File: config.mk
export PLATFORM = sky130hd
export DESIGN_NAME = slot_priority_queue
export DESIGN_NICKNAME = d
export VERILOG_FILES = /design/src/rtl/core/spq_pkg.sv /design/src/rtl/core/slot_priority_queue.sv /design/src/rtl/core/spq_slot_ram.sv
export SDC_FILE = /design/constraint.sdc
export NUM_CORES = 1
export LEC_CHECK = 0
export BUFFER_PORTS_ARGS = -buffer_cell sky130_fd_sc_hd__buf_2
export CAP_MARGIN = 20
export CORE_ASPECT_RATIO = 0.7
export CORE_MARGIN = 5
export CORE_UTILIZATION = 40
export CTS_BUF_LIST = sky130_fd_sc_hd__clkbuf_4 sky130_fd_sc_hd__clkbuf_8 sky130_fd_sc_hd__clkbuf_16
export CTS_CLUSTER_DIAMETER = 40
export DETAILED_ROUTE_END_ITERATION = 8
export GPL_ROUTABILITY_DRIVEN = 0
export PLACE_DENSITY_LB_ADDON = 0.1
export SETUP_SLACK_MARGIN = 0.1
export SLEW_MARGIN = 20
export SYNTH_ARGS = -nofsm -noshare
export SYNTH_HDL_FRONTEND = slang
export SYNTH_SLANG_ARGS = --single-unit
File: constraint.sdc
create_clock -name clk_i -period 10.1 [get_ports clk_i]
set_input_delay 2.02 -clock clk_i [delete_from_list [all_inputs] [get_ports clk_i]]
set_output_delay 2.02 -clock clk_i [all_outputs]
set_load 0.005 [all_outputs]
File: src/rtl/core/spq_pkg.sv
// ----------------------------------------------------------------------------
// spq_pkg
// Shared types and codes for the slot priority queue.
// ----------------------------------------------------------------------------
`default_nettype none

package spq_pkg;

  // operation carried by the opcode field
  typedef enum logic {
    OP_INSERT = 1'b0,
    OP_DELETE = 1'b1
  } op_e;

  // result status codes
  typedef enum logic [1:0] {
    STATUS_DONE  = 2'd0,
    STATUS_FULL  = 2'd1,
    STATUS_EMPTY = 2'd2
  } status_e;

  // sequencer states
  typedef enum logic [2:0] {
    ST_IDLE,
    ST_INS_SCAN,
    ST_DEL_SCAN,
    ST_DEL_PICK,
    ST_FINISH
  } state_e;

endpackage

`default_nettype wire

File: src/rtl/core/slot_priority_queue.sv
// ----------------------------------------------------------------------------
// slot_priority_queue
// Fixed table of slots holding value/priority pairs; insert into the lowest
// free slot, delete-min returns the lowest-priority entry (lowest index wins).
// ----------------------------------------------------------------------------
//
//   channel | handshake              | word fields
//   --------+------------------------+------------------------------------
//   in      | in_valid_i / in_ready_o | opcode_i, item_value_i, item_priority_i
//   out     | out_valid_o/ out_ready_i| status_o, out_value_o, out_slot_o
//
// one word at a time; insert scans the valid flops from slot 0 to the first
// free slot, delete-min checks every slot through the scan that reads the
// slot ram one entry per cycle
// the next input word is taken while a result still waits on the output
// reset empties the table through the valid flops, no clearing pass
// ----------------------------------------------------------------------------
`default_nettype none

module slot_priority_queue #(
  parameter int unsigned SLOTS      = 8,
  parameter int unsigned PRIO_BITS  = 8,
  parameter int unsigned VALUE_BITS = 32
) (
  input  wire logic               clk_i,
  input  wire logic               rst_ni,
  input  wire logic               in_valid_i,
  output logic                    in_ready_o,
  input  wire logic               opcode_i,
  input  wire logic signed [31:0] item_value_i,
  input  wire logic        [7:0]  item_priority_i,
  output logic                    out_valid_o,
  input  wire logic               out_ready_i,
  output logic             [1:0]  status_o,
  output logic signed      [31:0] out_value_o,
  output logic             [2:0]  out_slot_o
);

  localparam int unsigned IdxW     = $clog2(SLOTS);
  localparam int unsigned CntW     = $clog2(SLOTS + 1);
  localparam int unsigned WordW    = PRIO_BITS + VALUE_BITS;
  localparam int unsigned ValExtW  = (VALUE_BITS > 32) ? VALUE_BITS : 32;
  localparam int unsigned PrioExtW = (PRIO_BITS > 8) ? PRIO_BITS : 8;
  localparam int unsigned SlotExtW = (IdxW > 3) ? IdxW : 3;

  spq_pkg::state_e state_q, state_d;

  logic [CntW-1:0]       cnt_q, cnt_d;
  logic [SLOTS-1:0]      valid_q, valid_d;
  logic [WordW-1:0]      ins_word_q, ins_word_d;
  logic                  stage_q, stage_d;
  logic                  stage_live_q, stage_live_d;
  logic [IdxW-1:0]       stage_idx_q, stage_idx_d;
  logic                  found_q, found_d;
  logic [IdxW-1:0]       best_idx_q, best_idx_d;
  logic [PRIO_BITS-1:0]  best_prio_q, best_prio_d;
  logic [VALUE_BITS-1:0] best_val_q, best_val_d;

  spq_pkg::status_e      res_status_q, res_status_d;
  logic signed [31:0]    res_value_q, res_value_d;
  logic [IdxW-1:0]       res_slot_q, res_slot_d;

  logic                  out_valid_q, out_valid_d;
  spq_pkg::status_e      out_status_q, out_status_d;
  logic signed [31:0]    out_value_q, out_value_d;
  logic [2:0]            out_slot_q, out_slot_d;

  logic                  mem_we;
  logic [IdxW-1:0]       mem_waddr;
  logic [IdxW-1:0]       mem_raddr;
  logic [WordW-1:0]      mem_rdata;

  logic [IdxW-1:0]            cur_idx;
  logic signed [ValExtW-1:0]  in_val_ext;
  logic [PrioExtW-1:0]        in_prio_ext;
  logic [PRIO_BITS-1:0]       rd_prio;
  logic [VALUE_BITS-1:0]      rd_val;
  logic signed [ValExtW-1:0]  best_val_ext;
  logic [SlotExtW-1:0]        res_slot_ext;

  assign cur_idx      = cnt_q[IdxW-1:0];
  assign in_val_ext   = ValExtW'(item_value_i);
  assign in_prio_ext  = PrioExtW'(item_priority_i);
  assign rd_prio      = mem_rdata[WordW-1 -: PRIO_BITS];
  assign rd_val       = mem_rdata[VALUE_BITS-1:0];
  assign best_val_ext = ValExtW'(signed'(best_val_q));
  assign res_slot_ext = SlotExtW'(res_slot_q);

  spq_slot_ram #(
    .Width (WordW),
    .Depth (SLOTS)
  ) u_slot_ram (
    .clk_i   (clk_i),
    .we_i    (mem_we),
    .waddr_i (mem_waddr),
    .wdata_i (ins_word_q),
    .raddr_i (mem_raddr),
    .rdata_o (mem_rdata)
  );

  always_comb begin
    state_d      = state_q;
    cnt_d        = cnt_q;
    valid_d      = valid_q;
    ins_word_d   = ins_word_q;
    stage_d      = 1'b0;
    stage_live_d = stage_live_q;
    stage_idx_d  = stage_idx_q;
    found_d      = found_q;
    best_idx_d   = best_idx_q;
    best_prio_d  = best_prio_q;
    best_val_d   = best_val_q;
    res_status_d = res_status_q;
    res_value_d  = res_value_q;
    res_slot_d   = res_slot_q;
    out_valid_d  = out_valid_q && !out_ready_i;
    out_status_d = out_status_q;
    out_value_d  = out_value_q;
    out_slot_d   = out_slot_q;
    mem_we       = 1'b0;
    mem_waddr    = cur_idx;
    mem_raddr    = cur_idx;
    in_ready_o   = 1'b0;

    unique case (state_q)
      spq_pkg::ST_IDLE: begin
        in_ready_o = 1'b1;
        if (in_valid_i) begin
          ins_word_d = {in_prio_ext[PRIO_BITS-1:0], in_val_ext[VALUE_BITS-1:0]};
          cnt_d      = '0;
          found_d    = 1'b0;
          state_d    = (opcode_i == spq_pkg::OP_DELETE) ? spq_pkg::ST_DEL_SCAN
                                                        : spq_pkg::ST_INS_SCAN;
        end
      end

      spq_pkg::ST_INS_SCAN: begin
        if (!valid_q[cur_idx]) begin
          mem_we           = 1'b1;
          valid_d[cur_idx] = 1'b1;
          res_status_d     = spq_pkg::STATUS_DONE;
          res_value_d      = '0;
          res_slot_d       = cur_idx;
          state_d          = spq_pkg::ST_FINISH;
        end else if (cnt_q == CntW'(SLOTS - 1)) begin
          res_status_d = spq_pkg::STATUS_FULL;
          res_value_d  = '0;
          res_slot_d   = '0;
          state_d      = spq_pkg::ST_FINISH;
        end else begin
          cnt_d = cnt_q + CntW'(1);
        end
      end

      spq_pkg::ST_DEL_SCAN: begin
        // issue the read for this slot, judge the one read last cycle
        if (cnt_q != CntW'(SLOTS)) begin
          stage_d      = 1'b1;
          stage_idx_d  = cur_idx;
          stage_live_d = valid_q[cur_idx];
          cnt_d        = cnt_q + CntW'(1);
        end else begin
          state_d = spq_pkg::ST_DEL_PICK;
        end
        // strict less-than keeps the lowest index on a tie
        if (stage_q && stage_live_q && (!found_q || rd_prio < best_prio_q)) begin
          found_d     = 1'b1;
          best_idx_d  = stage_idx_q;
          best_prio_d = rd_prio;
          best_val_d  = rd_val;
        end
      end

      spq_pkg::ST_DEL_PICK: begin
        if (found_q) begin
          valid_d[best_idx_q] = 1'b0;
          res_status_d        = spq_pkg::STATUS_DONE;
          res_value_d         = best_val_ext[31:0];
          res_slot_d          = best_idx_q;
        end else begin
          res_status_d = spq_pkg::STATUS_EMPTY;
          res_value_d  = '0;
          res_slot_d   = '0;
        end
        state_d = spq_pkg::ST_FINISH;
      end

      spq_pkg::ST_FINISH: begin
        if (!out_valid_q || out_ready_i) begin
          out_valid_d  = 1'b1;
          out_status_d = res_status_q;
          out_value_d  = res_value_q;
          out_slot_d   = res_slot_ext[2:0];
          state_d      = spq_pkg::ST_IDLE;
        end
      end

      default: begin
        state_d = spq_pkg::ST_IDLE;
      end
    endcase
  end

  always_ff @(posedge clk_i or negedge rst_ni) begin
    if (!rst_ni) begin
      state_q     <= spq_pkg::ST_IDLE;
      cnt_q       <= '0;
      valid_q     <= '0;
      stage_q     <= 1'b0;
      found_q     <= 1'b0;
      out_valid_q <= 1'b0;
    end else begin
      state_q     <= state_d;
      cnt_q       <= cnt_d;
      valid_q     <= valid_d;
      stage_q     <= stage_d;
      found_q     <= found_d;
      out_valid_q <= out_valid_d;
    end
  end

  always_ff @(posedge clk_i) begin
    ins_word_q   <= ins_word_d;
    stage_live_q <= stage_live_d;
    stage_idx_q  <= stage_idx_d;
    best_idx_q   <= best_idx_d;
    best_prio_q  <= best_prio_d;
    best_val_q   <= best_val_d;
    res_status_q <= res_status_d;
    res_value_q  <= res_value_d;
    res_slot_q   <= res_slot_d;
    out_status_q <= out_status_d;
    out_value_q  <= out_value_d;
    out_slot_q   <= out_slot_d;
  end

  assign out_valid_o = out_valid_q;
  assign status_o    = out_status_q;
  assign out_value_o = out_value_q;
  assign out_slot_o  = out_slot_q;

endmodule

`default_nettype wire

File: src/rtl/core/spq_slot_ram.sv
// ----------------------------------------------------------------------------
// spq_slot_ram
// Slot storage: one write port, one read port, registered read data.
// ----------------------------------------------------------------------------
`default_nettype none

module spq_slot_ram #(
  parameter int unsigned Width = 40,
  parameter int unsigned Depth = 8
) (
  input  wire logic                     clk_i,
  input  wire logic                     we_i,
  input  wire logic [$clog2(Depth)-1:0] waddr_i,
  input  wire logic [Width-1:0]         wdata_i,
  input  wire logic [$clog2(Depth)-1:0] raddr_i,
  output logic      [Width-1:0]         rdata_o
);

  logic [Width-1:0] mem [Depth];
  logic [Width-1:0] rdata_q;

  always_ff @(posedge clk_i) begin
    if (we_i) begin
      mem[waddr_i] <= wdata_i;
    end
  end

  always_ff @(posedge clk_i) begin
    rdata_q <= mem[raddr_i];
  end

  assign rdata_o = rdata_q;

endmodule

`default_nettype wire
Word-level counts from Yosys, hierarchy flattened
Memory sizes are Yosys's and may differ from the RTL's. A register that Yosys moved wholly into a read port is not among the register bits.
Index checks and enable logic that the tools add are counted.
- input bits: 45
- memories: 1
- logic and storage cells: 112
- memory bits (writable): 320
- output and inout bits: 39
- register bits: 179
- equal/unequal tests: 16
- add/sub/neg operators: 1
- mux-type cells: 45
- $lt $le $gt $ge: 5
- reductions and logical operators: 23
- bitwise gates (word level): 3
- memory list (name ; words ; bits a word ; rd ports ; clocked after memory_dff ; wr ports ; line ; RTL):
    u_slot_ram.mem ; 8 ; 40 ; 1 ; 1 ; 1 ; spq_slot_ram.sv:19 ; logic [Width-1:0] mem [Depth];
- operators with widths (cell ; number):
    32-bit two-way mux ; 3
    32-bit case mux with 2 select lines ; 1
    3-bit two-way mux ; 8
    2-bit != test (second input constant) ; 9
    4-bit two-way mux ; 4
    8-bit two-way mux ; 2
    8-bit case mux with 2 select lines ; 1
    3-bit case mux with 5 select lines ; 1
    1-bit two-way mux ; 14
    4-bit case mux with 3 select lines ; 1
    2-bit AND reduction ; 5
    8-bit AND ; 1
    3-bit by 4-bit < comparator with 1-bit output (second input constant) ; 2
    8-bit < comparator ; 1
    2-bit two-way mux ; 4
    8-bit NOT ; 1
    8-bit bitwise OR ; 1
    1-bit demux with 3-bit select ; 2
    3-bit by 2-bit == test with 1-bit output (second input constant) ; 2
    3-bit by 1-bit >= comparator with 1-bit output (second input constant) ; 2
    3-bit case mux with 2 select lines ; 1
    3-bit AND reduction ; 2
    1-bit logical AND ; 5
    5-bit AND reduction ; 1
    other kinds (15) ; 19

Depth between registers and ports, before layout
Gate-level depths: netlist of run 1.
- depth in word-level cells: 8
- depth in mapped cells: 9
- gate-level depth less buffers: 7

Cells and area by module
A second synthesis of run 1 with hierarchy kept.
- cells, all modules: 860
- area total of the unflattened synthesis: 19489.9 µm²
- by module, submodules not included (module ; times used ; cells each ; area each (µm²)):
    spq_slot_ram ; 1 ; 515 ; 13171.4
    slot_priority_queue ; 1 ; 345 ; 6318.6

Worst setup path before layout of run 1
OpenSTA, ideal clock, no wires.
- path type: register to register
- from: register best_prio_q[5]
- to: register best_idx_q[0], enable pin
- library setup time: 0.509 ns
- data required time: 9.591 ns
- path slack: 5.349 ns
- data arrival time: 4.242 ns
- cell stages (with the launch flop): 8
- cell sequence: edfxtp_1 > inv_1 > ha_1 > a21oi_1 > nor2_1 > a211oi_1 > o21ai_0 > a21boi_0
- longest elaborated chain between the ends: 4
- ends and longest elaborated chain (element ; line ; RTL):
    start: declaration ; slot_priority_queue.sv:56 ; logic [PRIO_BITS-1:0] best_prio_q, best_prio_d;
    start signal: assignment ; slot_priority_queue.sv:227 ; best_prio_q <= best_prio_d;
    8-bit < comparator ; slot_priority_queue.sv:166 ; if (stage_q && stage_live_q && (!found_q || rd_prio < best_prio_q)) begin
    1-bit logical OR ; slot_priority_queue.sv:166 ;
    1-bit logical AND ; slot_priority_queue.sv:166 ;
    2-bit AND reduction (no line) ; -- ;
    end signal: assignment ; slot_priority_queue.sv:226 ; best_idx_q <= best_idx_d;
    end: declaration ; slot_priority_queue.sv:55 ; logic [IdxW-1:0] best_idx_q, best_idx_d;
Every way passes these cells.
A chain may end at the register's enable or synchronous reset.

Worst setup path after layout of run 1
- from: register cnt_q[1]
- to: memory u_slot_ram.mem[2][8], enable pin
- longest elaborated chain between the ends: 6
- ends and longest elaborated chain (element ; line ; RTL):
    start: declaration ; slot_priority_queue.sv:48 ; logic [CntW-1:0] cnt_q, cnt_d;
    start signal: assignment ; slot_priority_queue.sv:214 ; cnt_q <= cnt_d;
    1-bit binary-select mux with 3-bit select ; slot_priority_queue.sv:138 ; if (!valid_q[cur_idx]) begin
    1-bit two-way mux (not written as such) ; slot_priority_queue.sv:138 ;
    1-bit two-way mux ; slot_priority_queue.sv:138 ;
    1-bit two-way mux ; slot_priority_queue.sv:125 ; unique case (state_q)
    1-bit two-way mux ; spq_slot_ram.sv:23 ; if (we_i) begin
    1-bit two-way mux (not written as such) ; spq_slot_ram.sv:24 ; mem[waddr_i] <= wdata_i;
    end: declaration ; spq_slot_ram.sv:19 ;
Several ways; a longest one is shown, not always the timed one. The select of a mux whose other input is x is not followed.

==> results of run 1 <==
-- worst reg2reg max path, delay by kind of cell, from the launching register on --
family,cells,cell delay (ns)
buf+inv,2,1.27
compound gates,1,0.38
simple gates,3,1.58
flops,1,0.57
-- synth_stat cells (5+ instances only) --
| cell type | count |
|---|---|
| inv_1 | 9 |
| clkbuf_1 | 15 |
| ha_1 | 9 |
| o21ai_0 | 16 |
| mux2_2 | 39 |
| nand2_1 | 42 |
| mux2i_1 | 29 |
| nand3_1 | 9 |
| buf_1 | 6 |
| nor2_1 | 57 |
| a221o_1 | 7 |
| dfrtp_1 | 18 |
| o22ai_1 | 9 |
| nor3_1 | 5 |
| a22oi_1 | 27 |
| a21oi_1 | 30 |
| and2_1 | 36 |
| o221ai_1 | 8 |
| edfxtp_1 | 481 |
| dfxtp_1 | 40 |
| a221oi_1 | 33 |
| buf_2 | 14 |
| buf_4 | 6 |
| mux4_2 | 12 |
| nor2b_1 | 6 |
-- placed cells by master (no fill, tap or decap), types with 4 or more instances in the layout --
master / instances
buf_4: 24
o221ai_1: 8
mux4_2: 12
clkbuf_8: 8
nor3_4: 4
clkbuf_4: 9
mux2i_1: 29
clkinv_1: 5
buf_2: 83
bufinv_16: 7
o22ai_1: 9
nand2_1: 42
mux2_2: 39
inv_6: 10
clkinv_4: 5
a22oi_1: 27
nor2_1: 53
o21ai_0: 16
a21oi_1: 30
ha_1: 9
and2_1: 34
a221oi_1: 33
nand3_1: 9
a221o_1: 7
inv_1: 9
nor2_2: 4
a211oi_1: 4
dfrtp_1: 15
clkbuf_16: 61
dfxtp_1: 40
nor2b_1: 6
clkinv_2: 5
edfxtp_1: 481
-- path summary, 6_finish.rpt --
kind,end,slack (ns),cells after the start
max,u_slot_ram.mem[2][8]$_DFFE_PP_,5.91,6
min,best_val_ext[27]$_DFFE_PP_,0.40,0
max reg2reg,u_slot_ram.mem[2][8]$_DFFE_PP_,5.91,6
min reg2reg,best_val_ext[27]$_DFFE_PP_,0.40,0
max in group asynchronous,cnt_q[2]$_DFFE_PN0P_,8.34,1
min in group asynchronous,state_q[2]$_DFFE_PN0P_,1.38,1
-- layout make-up --
type,count,area [sq um]
clock inverter,35,416.7
antenna,1,2.502
sequential,539,15700
inverter,11,41.29
tap,621,777.0
fill,4014,25090
multi-input combinational,434,3373
clock buffer,78,1704
timing repair buffer,107,595.6
-- sequential cells by signal (all words and copies together) (netlist names), 8 cells and up --
signal              count
res_value_q            32
best_val_ext           32
u_slot_ram.rdata_o     40
valid_q                 8
u_slot_ram.mem        320
out_value_o            32
best_prio_q             8
ins_word_q             40
-- power breakdown --
part           total (mW)  internal, mW  switching [mW]  leakage [nW]
sequential           3.09          2.88           0.210          4.93
combinational        1.00         0.324           0.677          1.60
clock                2.26          1.38           0.884          1.05
-- logic make-up after synthesis --
kind of cell	Yosys count	share of synthesized area, %
flip-flops	539	81.61
multiplexers	83	5.374
AO/OA/AOI/OAI	166	6.421
AND/OR/NAND/NOR	176	4.730
adder cells (fa/ha/maj)	9	0.5855
buffers and inverters	53	1.282
-- layer usage --
metal / vias up / wire length, microns
met3: 58 / 3566
met4: 0 / 800
met5: - / 0
met2: 291 / 17330
li1: 4351 / -
met1: 4743 / 21230
==> results.ini, run 1 <==
[cts]
root_buffer=clkbuf_16
cts_tree=yes
clock_sinks=539
cts_buffers=60
htreeDepth=2
cts_buffer_depth=3
clk_pin_slew_ns=0.06
worstSkewPairLatency_ns=0.60
cts_resized=0
hold_buffers=0
cts_setup_buffers=0

[power]
ir_drop_mv=0.1408
total_power_mw=6.360
cellPowerDensity_nw_per_um2=281.2
p_leak_nw=7.588

[setup_path]
reg2reg_from=cnt_q[1]$_DFFE_PN0P_
crit_slowest_cell=nor3_4
cpPeakStageDelay_ns=0.83
critPathLaunch=cnt_q[1]$_DFFE_PN0P_
cp-end-kind=flip-flop
path_buf_inv=2
start_kind=flip-flop
cp_common_cell=buf_4
critPathKind=reg -> reg
worstPathMaxFanout=56
cp.required_ns=10.32
cp_cell_sequence=buf_4 > nor2b_1 > a22oi_2 > nand4_4 > nor3_4 > buf_4
crit_family=simple AND/OR/NAND/NOR gates
worstPathArrival_ns=4.41

[hold_path]
hp-class=reg -> reg
hold_start=u_slot_ram.rdata_o[27]$_DFF_P_

[finish]
final_core_util_pct=47.41
nNetsFinal=1207
area_growth_syn_to_layout_pct=17.59
post-route-cell-area_sq_um=22610
layout-drive-gt1-share_pct=24.50
layoutNonFillerInstCount=1826

[floorplanning]
dieArea_sq_um=52640
die_y_microns=193.5
coreArea_sq_um=47700
num_rows=67
start_util_pct=40.32
die_w_microns=272.1
ios=84

[yosys]
synth_cells=1026
yosysTopAreaCellShare_pct=75.10
synth_ff_type=edfxtp_1
synth_edf_count=481
synth_area_per_cell_sq_um=18.74
yosys_warnings=0
async_flop_share_pct=3.340
yosysUniqueCellTypes=59
synth-seq-cells=539
yosys.area.top_type=edfxtp_1
syn_area_sq_um=19230
ys_seq_area_share_pct=81.61
synthesis.nets=1080
netlist_top_cells_area=edfxtp_1 75%, dfxtp_1 4.2%, dfrtp_1 2.3%, mux2_2 2.3%, mux2i_1 1.5%

[timing]
tightest_slew_ns=0.9830
hold_viol=0
hold_ws_ns=0.3998
finalClockSkew_ns=0.03193
timing.fmax_mhz=238.8
min_period_over_period_pct=41.45
slew_violations=0
finalSetupViolations=0
rsz0062_at_grt=false
max_slew_margin_pct=34.47
setup_slack_ns=5.913
timing.setup.tns_ns=0
min_period_ns=4.187

[drt]
totalWireLength_microns=42930
drt_iter0_drc=801
vias=9443
viasPerCell=5.171
drc_errors=0
ant_nets=0
post_drt_wl_per_cell_microns=23.51
dr.pass1.iters=5

[grt]
overflow=0
grtUsageMet1_pct=25.37
grt_pass1_wl_microns=63680
globalRouteMet2Util_pct=22.24
grtUsageMet3_pct=4.817
grt_pass1_vias=9464
grt_max_degree=61
grt_use_total_pct=16.17
antenna_found_initial=4
grt-busiest-layer=met1

[placement]
placed_cells=1712
place_area_sq_um=20490
dp_hpwl_microns=25570
pre_cts_slack_ns=5.856
port_buffers=83

[status]
status=completed

[flow_run]
maxCapViolations=0

No activity file was read; power rests on OpenSTA's default activity.
==> run 2: changes to the inputs <==
--- a/config.mk
+++ b/config.mk
@@ -5,6 +5,7 @@
 export SDC_FILE = /design/constraint.sdc
 export NUM_CORES = 1
 export LEC_CHECK = 0
+export ABC_AREA = 1
 export BUFFER_PORTS_ARGS = -buffer_cell sky130_fd_sc_hd__buf_2
 export CAP_MARGIN = 20
 export CORE_ASPECT_RATIO = 0.7
==> constraint.sdc (replaced) <==
create_clock -name clk_i -period 4 [get_ports clk_i]
set_input_delay 0.8 -clock clk_i [delete_from_list [all_inputs] [get_ports clk_i]]
set_output_delay 0.8 -clock clk_i [all_outputs]
set_load 0.005 [all_outputs]
==> run 2 against run 1 <==
Largest power group unchanged. Via count up 4.1%. Final cell count up 8.6%. Largest cell class unchanged. Non-clock buffer count down 1. Critical path type unchanged. Clock-buffer cell count up 2. Critical endpoint is now u_slot_ram.mem[3][29]$_DFFE_PP_. Final area down 1.7%. Global-route usage down 0.17 points.
==> results.ini, run 2 <==
[yosys]
ys_seq_area_share_pct=82.46  ; was 81.61%
yosysUniqueCellTypes=38  ; was 59
synth_common_cells=481 x edfxtp_1, 203 x nand2_1, 94 x inv_1  ; was 481 x edfxtp_1, 57 x nor2_1, 42 x nand2_1
yosys.area.top_type=edfxtp_1  ; unchanged
synth-seq-cells=539  ; unchanged
synth_cells=1200  ; was 1026
syn_area_sq_um=19030  ; was 19230 sq um
async_flop_share_pct=3.340  ; unchanged
synth_area_per_cell_sq_um=15.86  ; was 18.74 sq um
yosysTopAreaCellShare_pct=75.89  ; was 75.10%
synth_edf_count=481  ; unchanged
synthesis.nets=1254  ; was 1080
netlist_top_cells_area=edfxtp_1 76%, dfxtp_1 4.2%, nand2_1 4.0%, dfrtp_1 2.4%, inv_1 1.9%  ; was edfxtp_1 75%, dfxtp_1 4.2%, dfrtp_1 2.3%, mux2_2 2.3%, mux2i_1 1.5%
synth_ff_type=edfxtp_1  ; unchanged
synth.most_common_cell=edfxtp_1  ; unchanged
yosys_warnings=0  ; unchanged

[timing]
finalClockSkew_ns=0.01671  ; was 0.03193 ns
hold_viol=0  ; unchanged
min_period_over_period_pct=79.11  ; was 41.45%
min_period_ns=3.164  ; was 4.187 ns
hold_ws_ns=0.1709  ; was 0.3998 ns
slew_violations=0  ; unchanged
tightest_slew_ns=1.019  ; was 0.9830 ns
max_slew_margin_pct=32.00  ; was 34.47%
setup_slack_ns=0.8357  ; was 5.913 ns
finalSetupViolations=0  ; unchanged
timing.fmax_mhz=316.0  ; was 238.8 MHz
timing.setup.tns_ns=0  ; unchanged
rsz0062_at_grt=false  ; unchanged

[setup_path]
r2r_end=u_slot_ram.mem[3][29]$_DFFE_PP_  ; was u_slot_ram.mem[2][8]$_DFFE_PP_
cp_cell_sequence=inv_2 > nand3_2 > nor2_1 > nor2_1 > nand3_4 > buf_4 > nor2_4 > buf_12  ; was buf_4 > nor2b_1 > a22oi_2 > nand4_4 > nor3_4 > buf_4
worstPathArrival_ns=3.44  ; was 4.41 ns
reg2reg_from=cnt_q[0]$_DFFE_PN0P_  ; was cnt_q[1]$_DFFE_PN0P_
crit_slowest_cell=dfrtp_1  ; was nor3_4
r2r_slack_ns=0.84  ; was 5.91 ns
cpPeakStageDelay_ns=0.79  ; was 0.83 ns
cp.required_ns=4.28  ; was 10.32 ns
cp-end-kind=flip-flop  ; unchanged
worstPathMaxFanout=25  ; was 56
critPathKind=reg -> reg  ; unchanged
cp_common_cell=nor2_1  ; was buf_4
reg2reg_depth=8  ; was 6
start_kind=flip-flop  ; unchanged

[drt]
dr.pass1.iters=5  ; unchanged
viasPerCell=4.958  ; was 5.171
ant_nets=0  ; unchanged
drc_errors=0  ; unchanged
drt_iter0_drc=820  ; was 801
vias=9832  ; was 9443
totalWireLength_microns=41470  ; was 42930 microns
post_drt_wl_per_cell_microns=20.91  ; was 23.51 microns

[finish]
final_core_util_pct=47.56  ; was 47.41%
final_common_cell=edfxtp_1  ; unchanged
antenna_cells=0  ; was 1
nNetsFinal=1378  ; was 1207
largest_reg_flops=320  ; unchanged
area_growth_syn_to_layout_pct=16.80  ; was 17.59%
layoutNonFillerInstCount=1983  ; was 1826
regMostFlops=u_slot_ram.mem  ; unchanged
register_area_sq_um=15700  ; about the same
multi_input_area_sq_um=2860  ; was 3373 sq um
most-common-layout-cells=481 x edfxtp_1, 203 x nand2_1, 93 x inv_1  ; was 481 x edfxtp_1, 83 x buf_2, 61 x clkbuf_16
post-route-cell-area_sq_um=22230  ; was 22610 sq um
layout-drive-gt1-share_pct=17.65  ; was 24.50%
fillers=4066  ; was 4014

[floorplanning]
coreArea_sq_um=46740  ; was 47700 sq um
die_w_microns=270.7  ; was 272.1 microns
num_rows=66  ; was 67
ios=84  ; unchanged
start_util_pct=40.72  ; was 40.32%
die_y_microns=192.5  ; was 193.5 microns
dieArea_sq_um=52120  ; was 52640 sq um

[grt]
grt_use_total_pct=16.00  ; was 16.17%
grt_max_degree=44  ; was 61
overflow=0  ; unchanged
grt_pass1_vias=9671  ; was 9464
antenna_found_initial=1  ; was 4
grt_pass1_wl_microns=63030  ; was 63680 microns

[cts]
root_buffer=clkbuf_16  ; unchanged
worstSkewPairLatency_ns=0.59  ; was 0.60 ns
cts_resized=0  ; unchanged
cts_setup_buffers=0  ; unchanged
clk_pin_slew_ns=0.06  ; about the same
cts_tree=yes  ; unchanged
cts_buffers=56  ; was 60
cts_buffer_depth=3  ; unchanged
htreeDepth=2  ; unchanged
clock_sinks=539  ; unchanged
hold_buffers=0  ; unchanged

[placement]
port_buffers=83  ; unchanged
place_area_sq_um=20340  ; was 20490 sq um
placed_cells=1878  ; was 1712
pre_cts_slack_ns=0.8716  ; was 5.856 ns
dp_hpwl_microns=24720  ; was 25570 microns

[power]
cellPowerDensity_nw_per_um2=677.3  ; was 281.2 nW/um^2
total_power_mw=15.06  ; was 6.360 mW
ir_drop_mv=0.3076  ; was 0.1408 mV
p_leak_nw=7.927  ; was 7.588 nW

[flow_run]
maxCapViolations=0  ; unchanged

[hold_path]
hp-class=in -> async  ; was reg -> reg

[status]
status=completed  ; unchanged

==> run 2: cell count changes after synthesis, sizes merged, moves of 10 or more <==
cell,change
nand2,+162
inv,+87
mux2,-42
and2,-36
mux2i,-29
nand3,+26
nand4,+25
o21ai,+25
a22o,+21
a221oi,-17
mux4,-12
a21oi,+10
==> run 2: cell type report <==
class                           instances  share of cell area [%]
Sequential cell                       539                   70.60
Timing Repair Buffer                  106                   2.927
Inverter                               98                   1.666
Multi-Input combinational cell        523                   12.87
Clock inverter                         25                   1.188
Tap cell                              612                   3.444
Clock buffer                           80                   7.311
==> run 2: power breakdown <==
group	leakage, nW	switching [mW]	internal, mW
Sequential	4.95	0.583	7.24
Clock	0.936	2.14	3.06
Combinational	2.04	1.42	0.609
==> run 2: worst max-delay path, delay by kind of cell, from the launching register on <==
family | cells | cell delay [ns]
simple gates | 5 | 1.22
buf+inv | 3 | 0.83
flops | 1 | 0.79
==> run 2: worst max-delay path by stage <==
stage                               startpoint                               to  slack [ns]  cells after the start
after global routing      cnt_q[0]$_DFFE_PN0P_  u_slot_ram.mem[3][35]$_DFFE_PP_        0.61                      8
after detailed placement  cnt_q[0]$_DFFE_PN0P_  u_slot_ram.mem[6][37]$_DFFE_PP_        0.87                      8
after floorplan           cnt_q[1]$_DFFE_PN0P_   u_slot_ram.mem[0][0]$_DFFE_PP_        0.61                      7
after CTS                 cnt_q[0]$_DFFE_PN0P_  u_slot_ram.mem[6][30]$_DFFE_PP_        0.85                      8
after global placement    cnt_q[0]$_DFFE_PN0P_  u_slot_ram.mem[6][37]$_DFFE_PP_        0.91                      8
final                     cnt_q[0]$_DFFE_PN0P_  u_slot_ram.mem[3][29]$_DFFE_PP_        0.84                      8
==> run 2: routing by layer <==
layer | vias to the layer above | part of all wire (%) | global-route usage, %
met5 | - | 0 | 0
met4 | 0 | 1.5 | 3.327
met3 | 60 | 7.7 | 3.244
met2 | 272 | 41 | 22.47
met1 | 4840 | 50 | 25.72
li1 | 4660 | - | -
==> run 2: logic make-up (layout without fill, tap and decap cells) <==
logic type	count (synthesis)	after routing	share of synthesized area, %
adders and majority gates	9	9	0.5916
DFF	539	539	82.46
xor gates and xnor gates	1	1	0.04602
AOI/OAI and AO/OA	165	165	5.857
and+or+nand+nor	348	348	7.974
buffers and inverters	138	309	3.070
==> run 3: changes to the inputs <==
==> constraint.sdc (replaced) <==
create_clock -name clk_i -period 3.1 [get_ports clk_i]
set_input_delay 0.62 -clock clk_i [delete_from_list [all_inputs] [get_ports clk_i]]
set_output_delay 0.62 -clock clk_i [all_outputs]
set_load 0.005 [all_outputs]
==> run 3 against run 2 <==
Global-route usage fell by 0.31 points. Via count rose by 1.7%. Setup slack got worse by 0.29 ns. Critical path depth fell by 1. Non-clock buffer count rose by 11. Worst hold slack improved by 0.043 ns. Maximum frequency rose by 24%. Clock skew rose by 0.00060 ns. Critical endpoint is now res_value_q[7]$_SDFFCE_PN0P_.
==> results.ini, run 3 (same netlist as run 2, synthesis figures left out) <==
[setup_path]
r2r_slack_ns=0.54  ; was 0.84 ns
cp-end-kind=flip-flop  ; unchanged
worstPathArrival_ns=2.78  ; was 3.44 ns
critPathKind=reg -> reg  ; unchanged
reg2reg_from=cnt_q[1]$_DFFE_PN0P_  ; was cnt_q[0]$_DFFE_PN0P_
r2r_end=res_value_q[7]$_SDFFCE_PN0P_  ; was u_slot_ram.mem[3][29]$_DFFE_PP_
reg2reg_depth=7  ; was 8
worstPathMaxFanout=37  ; was 25
start_kind=flip-flop  ; unchanged
cp.required_ns=3.32  ; was 4.28 ns

[power]
p_clk_share_pct=34.4  ; was 34.5%
ir_drop_mv=0.4679  ; was 0.3076 mV
combPwrFrac_pct=14.6  ; was 13.5%
swShare_pct=27.54  ; was 27.56%
p_int_mw=14.19  ; was 10.91 mW
sequentialPowerShare_pct=51.1  ; was 52.0%
p_leak_nw=8.021  ; was 7.927 nW
power_switching_mw=5.392  ; was 4.149 mW
cellPowerDensity_nw_per_um2=872.5  ; was 677.3 nW/um^2

[flow_run]
maxCapViolations=0  ; unchanged

[floorplanning]
coreArea_sq_um=46740  ; unchanged
num_rows=66  ; unchanged
ios=84  ; unchanged
dieArea_sq_um=52120  ; unchanged
die_w_microns=270.7  ; unchanged
die_y_microns=192.5  ; unchanged
start_util_pct=40.72  ; unchanged

[timing]
hold_viol=0  ; unchanged
setup_slack_ns=0.5422  ; was 0.8357 ns
slew_violations=0  ; unchanged
min_period_ns=2.558  ; was 3.164 ns
finalClockSkew_ns=0.01731  ; was 0.01671 ns
finalSetupViolations=0  ; unchanged
max_slew_margin_pct=50.38  ; was 32.00%
hold_ws_ns=0.2136  ; was 0.1709 ns
timing.fmax_mhz=391.0  ; was 316.0 MHz
rsz0062_at_grt=false  ; unchanged
timing.setup.tns_ns=0  ; unchanged
tightest_slew_ns=0.7433  ; was 1.019 ns
min_period_over_period_pct=82.51  ; was 79.11%

[grt]
overflow=0  ; unchanged
grt_use_total_pct=15.69  ; was 16.00%
grt_max_degree=42  ; was 44
grt_pass1_wl_microns=62120  ; was 63030 microns
grt_pass1_vias=9793  ; was 9671
antenna_found_initial=4  ; was 1

[drt]
post_drt_wl_per_cell_microns=20.55  ; was 20.91 microns
ant_nets=0  ; unchanged
viasPerCell=5.007  ; was 4.958
dr.pass1.iters=5  ; unchanged
drt_iter0_drc=1004  ; was 820
vias=9998  ; was 9832
drc_errors=0  ; unchanged
totalWireLength_microns=41040  ; was 41470 microns

[placement]
port_buffers=83  ; unchanged
pre_cts_slack_ns=0.5321  ; was 0.8716 ns
placed_cells=1888  ; was 1878
dp_hpwl_microns=24470  ; was 24720 microns

[cts]
clk_pin_slew_ns=0.06  ; about the same
cts_buffer_depth=3  ; unchanged
clock_sinks=539  ; unchanged
root_buffer=clkbuf_16  ; unchanged
cts_tree=yes  ; unchanged
cts_buffers=57  ; was 56
htreeDepth=2  ; unchanged
worstSkewPairLatency_ns=0.58  ; was 0.59 ns
cts_resized=0  ; unchanged

[finish]
nNetsFinal=1390  ; was 1378
fillers=3981  ; was 4066
most-common-layout-cells=481 x edfxtp_1, 203 x nand2_1, 93 x inv_1  ; unchanged
final_common_cell=edfxtp_1  ; unchanged
layoutNonFillerInstCount=1997  ; was 1983
layout-drive-gt1-share_pct=18.19  ; was 17.65%
antenna_cells=0  ; unchanged
regMostFlops=u_slot_ram.mem  ; unchanged
largest_reg_flops=320  ; unchanged
area_growth_syn_to_layout_pct=17.91  ; was 16.80%
final_core_util_pct=48.02  ; was 47.56%

[hold_path]
holdPathStages=1
hold-path-endpoint=ins_word_q[4]$_DFFE_PP_
hold_start=item_value_i[4]
hp-class=in -> reg  ; was in -> async

[status]
status=completed  ; unchanged

## run 3: cell type report
cell class / count / area [sq um] / share of cell area, %
well taps: 612 / 765.7 / 3.412
clock buffers: 83 / 1694 / 7.549
multi-input cells: 523 / 2860 / 12.74
flip-flops and latches: 539 / 15700 / 69.93
clock inverters: 25 / 221.5 / 0.9868
repair buffers: 117 / 835.8 / 3.724
inverters: 98 / 370.4 / 1.650
## run 3: layer usage
metal / routed length, microns / vias to the layer above / share of wire, % / GRT usage [%]
met5: 0 / - / 0 / 0
met4: 636 / 0 / 1.5 / 3.288
met3: 2315 / 52 / 5.6 / 3.008
met2: 16650 / 268 / 41 / 21.77
met1: 21440 / 5001 / 52 / 25.56
li1: - / 4677 / - / -
## run 3: repair_timing
| item | in CTS | in global routing |
|---|---|---|
| hold endpoints to repair | 18 | 0 |
| setup buffers | 0 | 0 |
| hold buffers | 1 | 0 |
## run 3: critical path: stages, from the launching register on
cell and delay [ns]:
dfrtp_1 0.70, inv_4 0.13, nand3_4 0.16, o21ai_1 0.09, nor2_2 0.17, nand3_4 0.36, nand3_2 0.17, buf_4 0.41
## run 3: power by group through the flow
stage	clock network, mW	logic (mW)	registers, mW
floorplan	0	1.73	9.80
global placement	0	2.83	10.1
global route	7.24	3.13	10.1
detailed placement	0	2.87	10.2
finish	6.73	2.85	10.0
CTS	6.95	2.88	10.0
## run 3: worst max-delay path by stage
stage	from	endpoint	slack (ns)	cells past startpoint
3_5_place_dp	cnt_q[1]$_DFFE_PN0P_	res_value_q[5]$_SDFFCE_PN0P_	0.53	7
2_1_floorplan	cnt_q[1]$_DFFE_PN0P_	u_slot_ram.mem[0][0]$_DFFE_PP_	-0.29	7
3_3_place_gp	cnt_q[1]$_DFFE_PN0P_	u_slot_ram.mem[2][27]$_DFFE_PP_	0.60	7
6_report	cnt_q[1]$_DFFE_PN0P_	res_value_q[7]$_SDFFCE_PN0P_	0.54	7
5_1_grt	cnt_q[1]$_DFFE_PN0P_	res_value_q[7]$_SDFFCE_PN0P_	0.35	7
4_1_cts	cnt_q[1]$_DFFE_PN0P_	res_value_q[1]$_SDFFCE_PN0P_	0.54	7
## run 3: per-stage QoR
| step | instance area (sq um) | power [mW] |
|---|---|---|
| floorplan | 19030 | 11.53 |
| global placement | 20520 | 12.96 |
| detailed placement | 20520 | 13.02 |
| CTS | 22440 | 19.83 |
| global route | 22440 | 20.48 |
| finish | 22440 | 19.58 |
